$ cat config.mk
export PLATFORM = sky130hd
export DESIGN_NAME = tdpt_div
export DESIGN_NICKNAME = d
export VERILOG_FILES = /design/src/rtl/tdpt_pkg.sv /design/src/rtl/tdpt_div.sv
export SDC_FILE = /design/constraint.sdc
export NUM_CORES = 1
export LEC_CHECK = 0
export ABC_CLOCK_PERIOD_IN_PS = 8150
export CELL_PAD_IN_SITES_DETAIL_PLACEMENT = 0
export CELL_PAD_IN_SITES_GLOBAL_PLACEMENT = 1
export CORE_UTILIZATION = 53
export CTS_CLUSTER_SIZE = 10
export DETAILED_ROUTE_END_ITERATION = 12
export DONT_BUFFER_PORTS = 1
export MAX_ROUTING_LAYER = met4
export PLACE_DENSITY_LB_ADDON = 0.1
export SYNTH_ARGS = -nofsm -noshare
export SYNTH_HDL_FRONTEND = slang
export SYNTH_SLANG_ARGS = --single-unit
$ cat constraint.sdc
create_clock -name clk -period 8.15 [get_ports clk]
set_input_delay 1.2225 -clock clk [delete_from_list [all_inputs] [get_ports clk]]
set_output_delay 1.2225 -clock clk [all_outputs]
set_load 0.03 [all_outputs]
$ cat src/rtl/tdpt_pkg.sv
// shared types and constants of the trial division prime test
package tdpt_pkg;

	localparam int NUM_BITS = 32;
	localparam int CNT_W    = $clog2(NUM_BITS);

	typedef logic signed [NUM_BITS-1:0] num_t;
	typedef logic        [NUM_BITS-1:0] uword_t;
	typedef logic        [CNT_W-1:0]    cnt_t;

	localparam uword_t TWO   = uword_t'(2);
	localparam uword_t THREE = uword_t'(3);

endpackage

$ cat src/rtl/tdpt_div.sv
// bit-serial restoring divider giving quotient and remainder
module tdpt_div (
	input  logic            clk,
	input  logic            arst_n,
	input  logic            start,
	input  tdpt_pkg::uword_t dividend,
	input  tdpt_pkg::uword_t divisor,
	output logic            done,
	output tdpt_pkg::uword_t quot,
	output tdpt_pkg::uword_t rem
);
	import tdpt_pkg::*;

	logic   busy_q;
	logic   done_q;
	cnt_t   cnt_q;
	uword_t quot_q;
	uword_t rem_q;
	uword_t dvs_q;

	logic [NUM_BITS:0] shifted;
	logic [NUM_BITS:0] diff;
	logic              ge;

	// one quotient bit per cycle
	always_comb begin
		shifted = {rem_q, quot_q[NUM_BITS-1]};
		diff    = shifted - {1'b0, dvs_q};
		ge      = shifted >= {1'b0, dvs_q};
	end

	always_ff @(posedge clk or negedge arst_n) begin
		if (!arst_n) begin
			busy_q <= 1'b0;
			done_q <= 1'b0;
			cnt_q  <= '0;
		end else begin
			done_q <= 1'b0;
			if (start) begin
				busy_q <= 1'b1;
				cnt_q  <= cnt_t'(NUM_BITS - 1);
			end else if (busy_q) begin
				cnt_q <= cnt_q - cnt_t'(1);
				if (cnt_q == '0) begin
					busy_q <= 1'b0;
					done_q <= 1'b1;
				end
			end
		end
	end

	always_ff @(posedge clk) begin
		if (start) begin
			quot_q <= dividend;
			rem_q  <= '0;
			dvs_q  <= divisor;
		end else if (busy_q) begin
			quot_q <= {quot_q[NUM_BITS-2:0], ge};
			rem_q  <= ge ? diff[NUM_BITS-1:0] : shifted[NUM_BITS-1:0];
		end
	end

	assign done = done_q;
	assign quot = quot_q;
	assign rem  = rem_q;

endmodule

# Yosys cells after proc, flatten, opt, wreduce, memory -nomap -nowiden

Cells that the tools add are included.

Add/sub/neg operators: 2
$lt $le $gt $ge: 1
Multiplexer cells: 11
Reduce and logical (&&, ||, !) cells: 2

Operators with widths:

| operator                                                            | count |
|---|---|
| 32-bit two-way mux                                                  | 3 |
| 33-bit by 32-bit >= comparator with 1-bit output                    | 1 |
| 32-bit subtractor                                                   | 1 |
| 5-bit two-way mux                                                   | 2 |
| 1-bit two-way mux                                                   | 6 |
| 5-bit zero test                                                     | 1 |
| 5-bit by 1-bit subtractor with 5-bit output (second input constant) | 1 |
| 2-bit nonzero test                                                  | 1 |

Register bits after elaboration: 103
Bits of input ports: 67
Output and inout bits: 65
Logic and storage cells: 22

# Logic depth before layout (Yosys ltp)

Gate-level depths: netlist (run 1).

Depth after elaboration: 4
Gate-level depth with buffers: 13
Gate-level depth less buffers: 12

# Worst setup path before layout (run 1)

Ideal clock, no wire load.

Path type: register to register
From: register quot_q[31], in the netlist quot[31]
To: register rem_q[24], in the netlist rem[24]
Setup time: 0.127 ns
Arrival time: 2.919 ns
Data required time: 8.023 ns
Path slack: 5.104 ns
Stages on the path, launching flop included: 13
Buffers on the path: 0
Period minus slack after synthesis: 3.046 ns
Cell sequence: edfxtp_1 -> inv_1 -> ha_1 -> inv_1 -> fa_1 -> a211oi_1 -> o21ai_1 -> o31ai_1 -> a32oi_1 -> a41o_1 -> a221oi_1 -> xor2_1 -> o211ai_1

Word-level cells in the longest chain between the ends: 2
Elaborated cells on any way between the ends: 3
Classes of those cells: add/sub (1); order compare (1); mux (1)

Ends and longest elaborated chain:

| element                                                                                      | line                           | text |
|---|---|---|
| start: declaration                                                                           | tdpt_div.sv:17                 | `uword_t quot_q;` |
| start signal: assignment                                                                     | tdpt_div.sv:54                 | `quot_q <= dividend;` |
| start signal: assignment                                                                     | tdpt_div.sv:58                 | `quot_q <= {quot_q[NUM_BITS-2:0], ge};` |
| 32-bit subtractor / 33-bit by 32-bit >= comparator with 1-bit output (equally long branches) | tdpt_div.sv:28, tdpt_div.sv:29 |  |
| 32-bit two-way mux *                                                                         | tdpt_div.sv:59                 | `rem_q <= ge ? diff[NUM_BITS-1:0] : shifted[NUM_BITS-1:0];` |
| end signal: assignment                                                                       | tdpt_div.sv:59                 |  |
| end: declaration                                                                             | tdpt_div.sv:18                 | `uword_t rem_q;` |

Every way passes the cells marked *; elsewhere a longest branch is shown, timed or not.
A chain may end at the register's enable or synchronous reset.

# Worst setup path after layout (run 1)

From: register rem_q[7], in the netlist rem[7]
To: register rem_q[0], in the netlist rem[0]

Word-level cells in the longest chain between the ends: 2

Ends and longest elaborated chain:

| element                                          | line           | text |
|---|---|---|
| 33-bit by 32-bit >= comparator with 1-bit output | tdpt_div.sv:29 | `ge = shifted >= {1'b0, dvs_q};` |
| 32-bit two-way mux                               | tdpt_div.sv:59 |  |

No other way between the ends.

==> reports/metrics.cfg, run 1 <==
[global_routing]
grt_max_degree = 99
antenna_found_initial = 0
overflow = 0
grt_pass1_wl_um = 20690
grt_use_total = 0.2407
grt_pass1_vias = 4121

[routing]
drc = 0
drt_first_pass_iters = 4
routed-via-count = 4279
vias_per_cell = 5.943
drt_iter0_drc = 228
antenna_left = 0
wl_per_cell_um = 18.06
wl_um = 13000

[power]
ir_drop_v = 0.0001775
power_density_nw_per_um2 = 285.0
power.static_leakage_nw = 2.537

[clocking]
htreeDepth = 3
cts_buffer_depth = 2
cts_buffers = 9
root_buffer = clkbuf_8
tritoncts = built
clock_latency_ps = 400
ctsHoldBuffers = 0
postCtsSetupBuffers = 0
cts_resized = 0
cts.sinks = 103
path_clk_slew_ps = 110

[layout]
instances_no_fill = 720
area.growth.synth_to_final_pct = 4.189
diodes = 0
nFillCells = 988
drive_gt1_frac = 0.1086
nets = 677
post-route-util = 0.5688

[timing]
slew-limit-headroom = 0.1840
worst_pin_slew_ps = 1224
finalClockSkew_ps = 14.86
max_freq_mhz = 257.4
post-route-period-util = 0.4767
setup-tns-final_ps = 0
fin_crit_ps = 3885
maxSlewViolCount = 0
finalSetupViolations = 0
rsz0062_at_grt = no
hold_viol = 0

[floorplan]
io_pins = 132
die_area_um2 = 11640
die_h_um = 107.9
coreArea_um2 = 10890
rows = 38
die_w_um = 107.9
initial_utilization = 0.5460

[yosys]
yosys.area.top_type = edfxtp_1
yosys_warnings = 0
async_flop_share = 0.06796
ys.flop_type = edfxtp_1
synth_top_area_share = 0.3233
synth_nets = 695
syn_area_um2 = 5944
netlist-cell-type-count = 60
syn_area_per_cell_um2 = 10.02
synth.most_common_cell = nand2_1
ys_ff_latch = 103
synth_commonest_cells = 77 x nand2_1, 64 x edfxtp_1, 44 x inv_1
ys_top_cells_by_area = edfxtp_1 32%, dfxtp_1 11%, ha_1 7.2%
synth_edf_count = 64
ys_seq_area_frac = 0.4605
synthCells = 593

[worst_setup_path]
rrSetupSlack_ps = 4270
crit_type = register to register
rr_worst_depth = 9
required_ps = 8470
crit_path_end_kind = register
crit_arrival_ps = 4210
critPathLaunchType = register
r2r-start = rem[7]$_SDFFE_PP0P_
cp_max_fo = 29
reg2reg_to = rem[0]$_SDFFE_PP0P_

[place]
gp_congestion = 0.8927
dp_cells = 704
post-dp-hpwl_um = 9287
port_buffers = 0

[min_path]
hp-class = input pin to async pin

[job]
maxCapViolCount = 0

[outcome]
status = complete, no violations

==> how the worst max path moves through the flow <==
stage,from,end,slack [ps],cells after the start
after global routing,rem[7]$_SDFFE_PP0P_,rem[0]$_SDFFE_PP0P_,3940,9
after CTS,rem[7]$_SDFFE_PP0P_,rem[0]$_SDFFE_PP0P_,4310,9
final,rem[7]$_SDFFE_PP0P_,rem[0]$_SDFFE_PP0P_,4270,9
after detailed placement,rem[7]$_SDFFE_PP0P_,rem[0]$_SDFFE_PP0P_,4330,9
after global placement,rem[7]$_SDFFE_PP0P_,rem[0]$_SDFFE_PP0P_,4390,9
after floorplan,quot[31]$_DFFE_PP_,rem[24]$_SDFFE_PP0P_,5100,12
==> cells by family after synthesis <==
| group | after synthesis | synth area share |
|---|---|---|
| adders and majority gates | 35 | 0.07493 |
| AOI/OAI and AO/OA | 143 | 0.1694 |
| and+or+nand+nor | 173 | 0.1349 |
| buffers and inverters | 75 | 0.05073 |
| muxes | 39 | 0.07262 |
| xor gates and xnor gates | 25 | 0.03683 |
| DFF | 103 | 0.4605 |
==> routing by layer <==
| layer | up-vias | global-route usage | wire length [um] |
|---|---|---|---|
| met2 | 120 | 0.3883 | 6229 |
| met5 | - | - | 0 |
| li1 | 2118 | - | - |
| met4 | 0 | 0.07926 | 210 |
| met3 | 18 | 0.07446 | 803 |
| met1 | 2023 | 0.2859 | 5760 |
==> through the flow <==
step | hold WS (ps) | instance area, um2 | total power, mW | setup slack [ps]
floorplan | 485.3 | 5944 | 1.325 | 5104
global placement | 503.9 | 5998 | 1.448 | 4389
detailed placement | 508.6 | 5998 | 1.454 | 4333
CTS | 487.2 | 6193 | 1.778 | 4310
global route | 475.9 | 6193 | 1.883 | 3944
finish | 513.4 | 6193 | 1.765 | 4265
==> registers in the layout, indices dropped and copies added, names as in the netlist <==
signal  cells
dvs_q      32
rem        32
quot       32
done        1
cnt_q       5
busy_q      1
==> area by class of cell <==
| cell class | count | area [um2] | share of cell area |
|---|---|---|---|
| multi-input cells | 415 | 2905 | 0.4691 |
| flip-flops and latches | 103 | 2738 | 0.4420 |
| well taps | 140 | 175.2 | 0.02828 |
| inverters | 44 | 165.2 | 0.02667 |
| clock buffers | 10 | 137.6 | 0.02222 |
| clock inverters | 6 | 57.56 | 0.009293 |
| repair buffers | 2 | 15.01 | 0.002424 |
==> placed cells by master (no fill, tap or decap), types with 12 or more instances in the layout <==
cell type	instances
mux2_2	32
xor2_1	13
o21ai_1	12
a311oi_1	17
a21o_1	17
nor2_1	36
edfxtp_1	64
xnor2_1	12
ha_1	34
dfxtp_1	32
inv_1	44
a21oi_1	39
nand3_1	13
o21ai_0	16
nand2_1	77
==> power by group <==
| part | switching, mW | internal [mW] |
|---|---|---|
| logic | 0.349 | 0.247 |
| registers | 0.211 | 0.638 |
| clock network | 0.193 | 0.128 |
==> critical path: stages (launching register included) <==
cell and delay, ps:
dfxtp_1 570, ha_1 350, a21oi_1 250, nor2_1 80, a311oi_1 480, a211o_1 280, and2_4 190, o311a_1 1000
mux2_1 390, a211oi_1 220
Note: power is estimated with default switching activity, not from simulation.
==> run 2, diff against run 1 <==
--- a/config.mk
+++ b/config.mk
@@ -5,10 +5,10 @@
 export SDC_FILE = /design/constraint.sdc
 export NUM_CORES = 1
 export LEC_CHECK = 0
-export ABC_CLOCK_PERIOD_IN_PS = 8150
+export ABC_CLOCK_PERIOD_IN_PS = 4000
 export CELL_PAD_IN_SITES_DETAIL_PLACEMENT = 0
 export CELL_PAD_IN_SITES_GLOBAL_PLACEMENT = 1
-export CORE_UTILIZATION = 53
+export CORE_UTILIZATION = 49
 export CTS_CLUSTER_SIZE = 10
 export DETAILED_ROUTE_END_ITERATION = 12
 export DONT_BUFFER_PORTS = 1
==> constraint.sdc (replaced) <==
create_clock -name clk -period 4 [get_ports clk]
set_input_delay 0.6 -clock clk [delete_from_list [all_inputs] [get_ports clk]]
set_output_delay 0.6 -clock clk [all_outputs]
set_load 0.03 [all_outputs]
==> run 2 against run 1 <==
The flow now finishes with violations (DRC). Clock power grew to 2.8 times the previous value. Critical path depth grew 3. Non-clock buffer count grew 8. Fmax grew 11%. Via count grew 1.1%. Register-to-register slack lost 3800 ps. Wire length grew 4.0%. Clock skew shrank 5.6 ps. Critical endpoint is now rem[24]$_SDFFE_PP0P_. Largest cell class unchanged.
==> reports/metrics.cfg, run 2 (synthesized netlist as in run 1, its figures left out) <==
[outcome]
status = finished, violations left
violations = DRC

[floorplan]
rows = 39
coreArea_um2 = 11610
io_pins = 132
die_area_um2 = 12580
initial_utilization = 0.5119
die_w_um = 112.1
die_h_um = 112.1

[global_routing]
grt_pass1_wl_um = 21990
antenna_found_initial = 0
grt_use_total = 0.2321
grt_use_met3 = 0.06965
grt_max_degree = 99
grt_pass1_vias = 4189
met2_usage = 0.3706
overflow = 0
top_usage_layer = met2
use_met1 = 0.2890

[worst_setup_path]
crit_path_end_kind = register
crit_slowest_cell = edfxtp_1
critPathBufInv = 2
r2r-start = quot[31]$_DFFE_PP_
required_ps = 4230
cp.depth = 12
cp_slowest_stage_delay_ps = 540
crit_arrival_ps = 3740
critical_path.most_common_cell = inv_1
crit_type = register to register
critPathLaunch = quot[31]$_DFFE_PP_
critPathTopFamily = compound AO/OA/AOI/OAI gates
cp_max_fo = 5
crit_path_cell_trace = inv_1, ha_1, inv_1, fa_1, a211oi_1, o21ai_1, o31ai_1, a32oi_1, a41o_1, a221oi_1, xor2_1, o211ai_1
rr_worst_depth = 12
critPathLaunchType = register

[timing]
post-route-period-util = 0.8774
fin_crit_ps = 3509
max_freq_mhz = 284.9
maxSlewViolCount = 0
rsz0062_at_grt = no
slew-limit-headroom = 0.1900
worst_pin_slew_ps = 1211
hold_viol = 0
setup-tns-final_ps = 0
finalClockSkew_ps = 9.265
finalSetupViolations = 0

[min_path]
min_from = start
holdPathStages = 1
hp-class = input pin to register

[routing]
drt_iter0_drc = 297
drt_first_pass_iters = 9
drc = 6
wl_per_cell_um = 18.50
antenna_left = 0
vias_per_cell = 5.917
routed-via-count = 4325
wl_um = 13520

[power]
pwr-share-clk = 0.229
seq_power_share = 0.437
ir_drop_v = 0.0002718
power_density_nw_per_um2 = 608.0
power.static_leakage_nw = 2.618
power_frac_comb = 0.334
internal_power_mw = 2.325
swShare = 0.3989
switchingPower_mw = 1.543

[layout]
nFillCells = 1052
drive_gt1_frac = 0.1173
diodes = 0
nets = 685
multiInputGateArea_um2 = 2905
register_area_um2 = 2738
post-route-util = 0.5478
area.growth.synth_to_final_pct = 7.030
layout_common_cells = 77 x nand2_1, 64 x edfxtp_1, 44 x inv_1
final_common_cell = nand2_1

[clocking]
cts_buffer_depth = 2
htreeDepth = 3
clock_latency_ps = 350
cts_resized = 0
postCtsSetupBuffers = 0
tritoncts = built
path_clk_slew_ps = 70
cts_buffers = 9
root_buffer = clkbuf_16
cts.sinks = 103

[place]
port_buffers = 0
gp_congestion = 0.8444
post-dp-hpwl_um = 9651

[job]
maxCapViolCount = 0

run 2: changes by cell type in the layout (fill, tap and decap cells not counted), moves of 2 or more:
cell | before | now
inv_8 | 2 | 0
clkbuf_8 | 10 | 0
buf_4 | 2 | 9
clkbuf_16 | 0 | 9
run 2: final timing paths:
kind / endpoint / slack, ps
max in group asynchronous: busy_q$_DFF_PN0_ / 3170
min in group asynchronous: cnt_q[0]$_DFFE_PN0P_ / 590
hold / removal: rem[20]$_SDFFE_PP0P_ / 320
setup reg to reg: rem[24]$_SDFFE_PP0P_ / 490
hold reg to reg: cnt_q[4]$_DFFE_PN0P_ / 530
setup / recovery: rem[24]$_SDFFE_PP0P_ / 490
run 2: area by class of cell:
| cell class | count | share of cell area |
|---|---|---|
| Sequential cell | 103 | 0.4303 |
| Clock inverter | 6 | 0.01082 |
| Clock buffer | 10 | 0.03599 |
| Tap cell | 143 | 0.02812 |
| Multi-Input combinational cell | 415 | 0.4566 |
| Inverter | 44 | 0.02596 |
| Timing Repair Buffer | 10 | 0.01219 |
run 2: per-stage QoR:
stage          hold slack [ps]  cells  area, um2  power (mW)  worst slack (ps)
2_1_floorplan            304.4    593       5944       2.700             953.8
3_3_place_gp             304.6    714       6055       2.989             655.0
3_5_place_dp             304.6    714       6055       2.997             530.5
4_1_cts                  302.0    731       6362       3.897             506.6
5_1_grt                  297.9    731       6362       4.114             297.0
6_report                 315.9    731       6362       3.868             490.6
run 2: timing repair:
action | CTS | global route
hold endpoints to repair | 7 | 0
endpoints found under the setup margin | 0 | 0
hold buffers | 1 | 0
run 2: per-layer routing:
layer  routed length (um)  vias to the layer above
met3                  738                       11
li1                     -                     2134
met2                 6461                      123
met4                  131                        0
met1                 6189                     2057
met5                    0                        -
run 2: power groups by stage:
stage | combinational [mW] | clock (mW) | sequential, mW
finish | 1.29 | 0.885 | 1.69
global route | 1.45 | 0.952 | 1.71
CTS | 1.29 | 0.912 | 1.69
detailed placement | 1.28 | 0 | 1.72
global placement | 1.28 | 0 | 1.71
floorplan | 1.01 | 0 | 1.69
==> run 3, diff against run 2 <==
--- a/config.mk
+++ b/config.mk
@@ -6,14 +6,15 @@
 export NUM_CORES = 1
 export LEC_CHECK = 0
 export ABC_CLOCK_PERIOD_IN_PS = 4000
-export CELL_PAD_IN_SITES_DETAIL_PLACEMENT = 0
-export CELL_PAD_IN_SITES_GLOBAL_PLACEMENT = 1
-export CORE_UTILIZATION = 49
+export CELL_PAD_IN_SITES_DETAIL_PLACEMENT = 1
+export CELL_PAD_IN_SITES_GLOBAL_PLACEMENT = 2
+export CORE_UTILIZATION = 40
 export CTS_CLUSTER_SIZE = 10
 export DETAILED_ROUTE_END_ITERATION = 12
 export DONT_BUFFER_PORTS = 1
 export MAX_ROUTING_LAYER = met4
 export PLACE_DENSITY_LB_ADDON = 0.1
+export SLEW_MARGIN = 20
 export SYNTH_ARGS = -nofsm -noshare
 export SYNTH_HDL_FRONTEND = slang
 export SYNTH_SLANG_ARGS = --single-unit
==> run 3 against run 2 <==
The flow now finishes without violations. Wire length increased by 14%. Critical path depth stayed put. Via count rose by 0.44%. Utilization decreased by 9.9 points. Sequential power is 2% lower. Flip-flop and latch count did not move. Design area is 2.6% higher. Total power grew 5.7%. Fmax decreased by 1.3%. Clock power rose by 16%. Sequential share of layout area shrank 1.1 points. Largest power group unchanged. Highest routed layer unchanged.
==> reports/metrics.cfg, run 3 (synthesized netlist as in run 1, its figures left out) <==
[floorplan]
rows = 44
die_area_um2 = 15350
die_h_um = 123.9
initial_utilization = 0.4090
io_pins = 132
die_w_um = 123.9
coreArea_um2 = 14530

[worst_setup_path]
reg2reg_to = rem[24]$_SDFFE_PP0P_
r2r-start = quot[31]$_DFFE_PP_
crit_arrival_ps = 3790
crit_path_end_kind = register
cp_max_fo = 5
rr_worst_depth = 12
required_ps = 4240
critical_path.most_common_cell = inv_1
crit_slowest_cell = edfxtp_1
crit_type = register to register
cp_slowest_stage_delay_ps = 540
rrSetupSlack_ps = 440
crit_path_cell_trace = inv_1, ha_1, inv_1, fa_1, a211oi_1, o21ai_1, o31ai_1, a32oi_1, a41o_1, a221oi_1, xor2_1, o211ai_1
critPathLaunchType = register

[timing]
worst_pin_slew_ps = 852.6
finalSetupViolations = 0
hold_viol = 0
slew-limit-headroom = 0.4303
fin_crit_ps = 3556
post-route-period-util = 0.8890
setup-tns-final_ps = 0
maxSlewViolCount = 0
rsz0062_at_grt = no
max_freq_mhz = 281.2
finalClockSkew_ps = 10.86

[min_path]
holdPathStages = 1
hold_end = rem[19]$_SDFFE_PP0P_
hp-class = input pin to register
min_from = start

[clocking]
cts_buffers = 9
postCtsSetupBuffers = 0
cts_resized = 0
htreeDepth = 3
cts.sinks = 103
tritoncts = built
cts_buffer_depth = 2
clock_latency_ps = 350
path_clk_slew_ps = 70
ctsHoldBuffers = 1
root_buffer = clkbuf_16

[layout]
drive_gt1_frac = 0.1294
final_common_cell = nand2_1
nets = 692
layout_common_cells = 77 x nand2_1, 64 x edfxtp_1, 44 x inv_1
diodes = 0
area.growth.synth_to_final_pct = 9.851
design_area_um2 = 6530

[routing]
wl_um = 15370
wl_per_cell_um = 19.73
drt_first_pass_iters = 4
vias_per_cell = 5.576
drt_iter0_drc = 216
antenna_left = 0
drc = 0
routed-via-count = 4344

[global_routing]
antenna_found_initial = 0
grt_pass1_vias = 4539
grt_pass1_wl_um = 24620
grt_use_total = 0.2182
grt_max_degree = 99
overflow = 0

[power]
power.static_leakage_nw = 2.686
ir_drop_v = 0.0002134
power_density_nw_per_um2 = 626.3

[job]
maxCapViolCount = 0

[place]
place_area_um2 = 6172
port_buffers = 0
post-dp-hpwl_um = 11270
gp_congestion = 0.8111

[outcome]
status = complete, no violations

## run 3: cell types whose count changed in the layout (fill, tap and decap cells not counted)
| cell | delta |
|---|---|
| buf_4 | +6 |
| bufinv_16 | +2 |
| inv_6 | -2 |
| buf_12 | +1 |
| clkinv_2 | -1 |
| clkinv_4 | +1 |
| clkinvlp_4 | -1 |
| dfrtp_1 | -1 |
| dfrtp_2 | +1 |
| inv_8 | +1 |
## run 3: worst max path at each step
| stage | start | to | cells past startpoint | slack, ps |
|---|---|---|---|---|
| floorplan | quot[31]$_DFFE_PP_ | rem[24]$_SDFFE_PP0P_ | 12 | 950 |
| CTS | quot[31]$_DFFE_PP_ | rem[8]$_SDFFE_PP0P_ | 11 | 410 |
| detailed placement | quot[31]$_DFFE_PP_ | rem[24]$_SDFFE_PP0P_ | 12 | 440 |
| global placement | quot[31]$_DFFE_PP_ | rem[12]$_SDFFE_PP0P_ | 11 | 580 |
| finish | quot[31]$_DFFE_PP_ | rem[24]$_SDFFE_PP0P_ | 12 | 440 |
| global route | quot[31]$_DFFE_PP_ | rem[6]$_SDFFE_PP0P_ | 11 | 110 |
## run 3: critical path, delay by kind of cell (launching register included)
family | cells | cell delay, ps
AO/OA/AOI/OAI | 7 | 1930
XOR/XNOR | 1 | 190
adder cells (fa/ha/maj) | 2 | 590
buffers and inverters | 2 | 190
flip-flops | 1 | 540
## run 3: cell type report
| cell class | instances | area [um2] |
|---|---|---|
| tap | 184 | 230.2 |
| inverter | 44 | 165.2 |
| fill | 1644 | 8004 |
| sequential | 103 | 2739 |
| clock inverter | 6 | 118.9 |
| clock buffer | 10 | 229.0 |
| timing repair buffer | 17 | 142.6 |
| multi-input combinational | 415 | 2905 |
## run 3: power breakdown
| group | switching (mW) | internal [mW] | total (mW) |
|---|---|---|---|
| clock | 0.407 | 0.619 | 1.03 |
| combinational | 0.849 | 0.563 | 1.41 |
| sequential | 0.350 | 1.30 | 1.65 |
## run 3: per-stage QoR
step | hold slack (ps) | setup slack (ps) | utilization | cells | power, mW
2_1_floorplan | 304.4 | 953.8 | - | 593 | 2.700
3_3_place_gp | 304.6 | 580.9 | 0.4247 | 762 | 3.075
3_5_place_dp | 304.6 | 436.1 | 0.4247 | 762 | 3.094
4_1_cts | 301.8 | 408.8 | 0.4493 | 779 | 4.141
5_1_grt | 294.8 | 108.6 | 0.4493 | 779 | 4.345
6_report | 318.4 | 444.0 | 0.4493 | 779 | 4.090
## run 3: routing by layer
metal	GRT usage	up-vias	wire, um
met3	0.05220	10	678
met1	0.2666	2100	6989
met4	0.05357	0	163
met5	-	-	0
li1	-	2151	-
met2	0.3625	83	7535
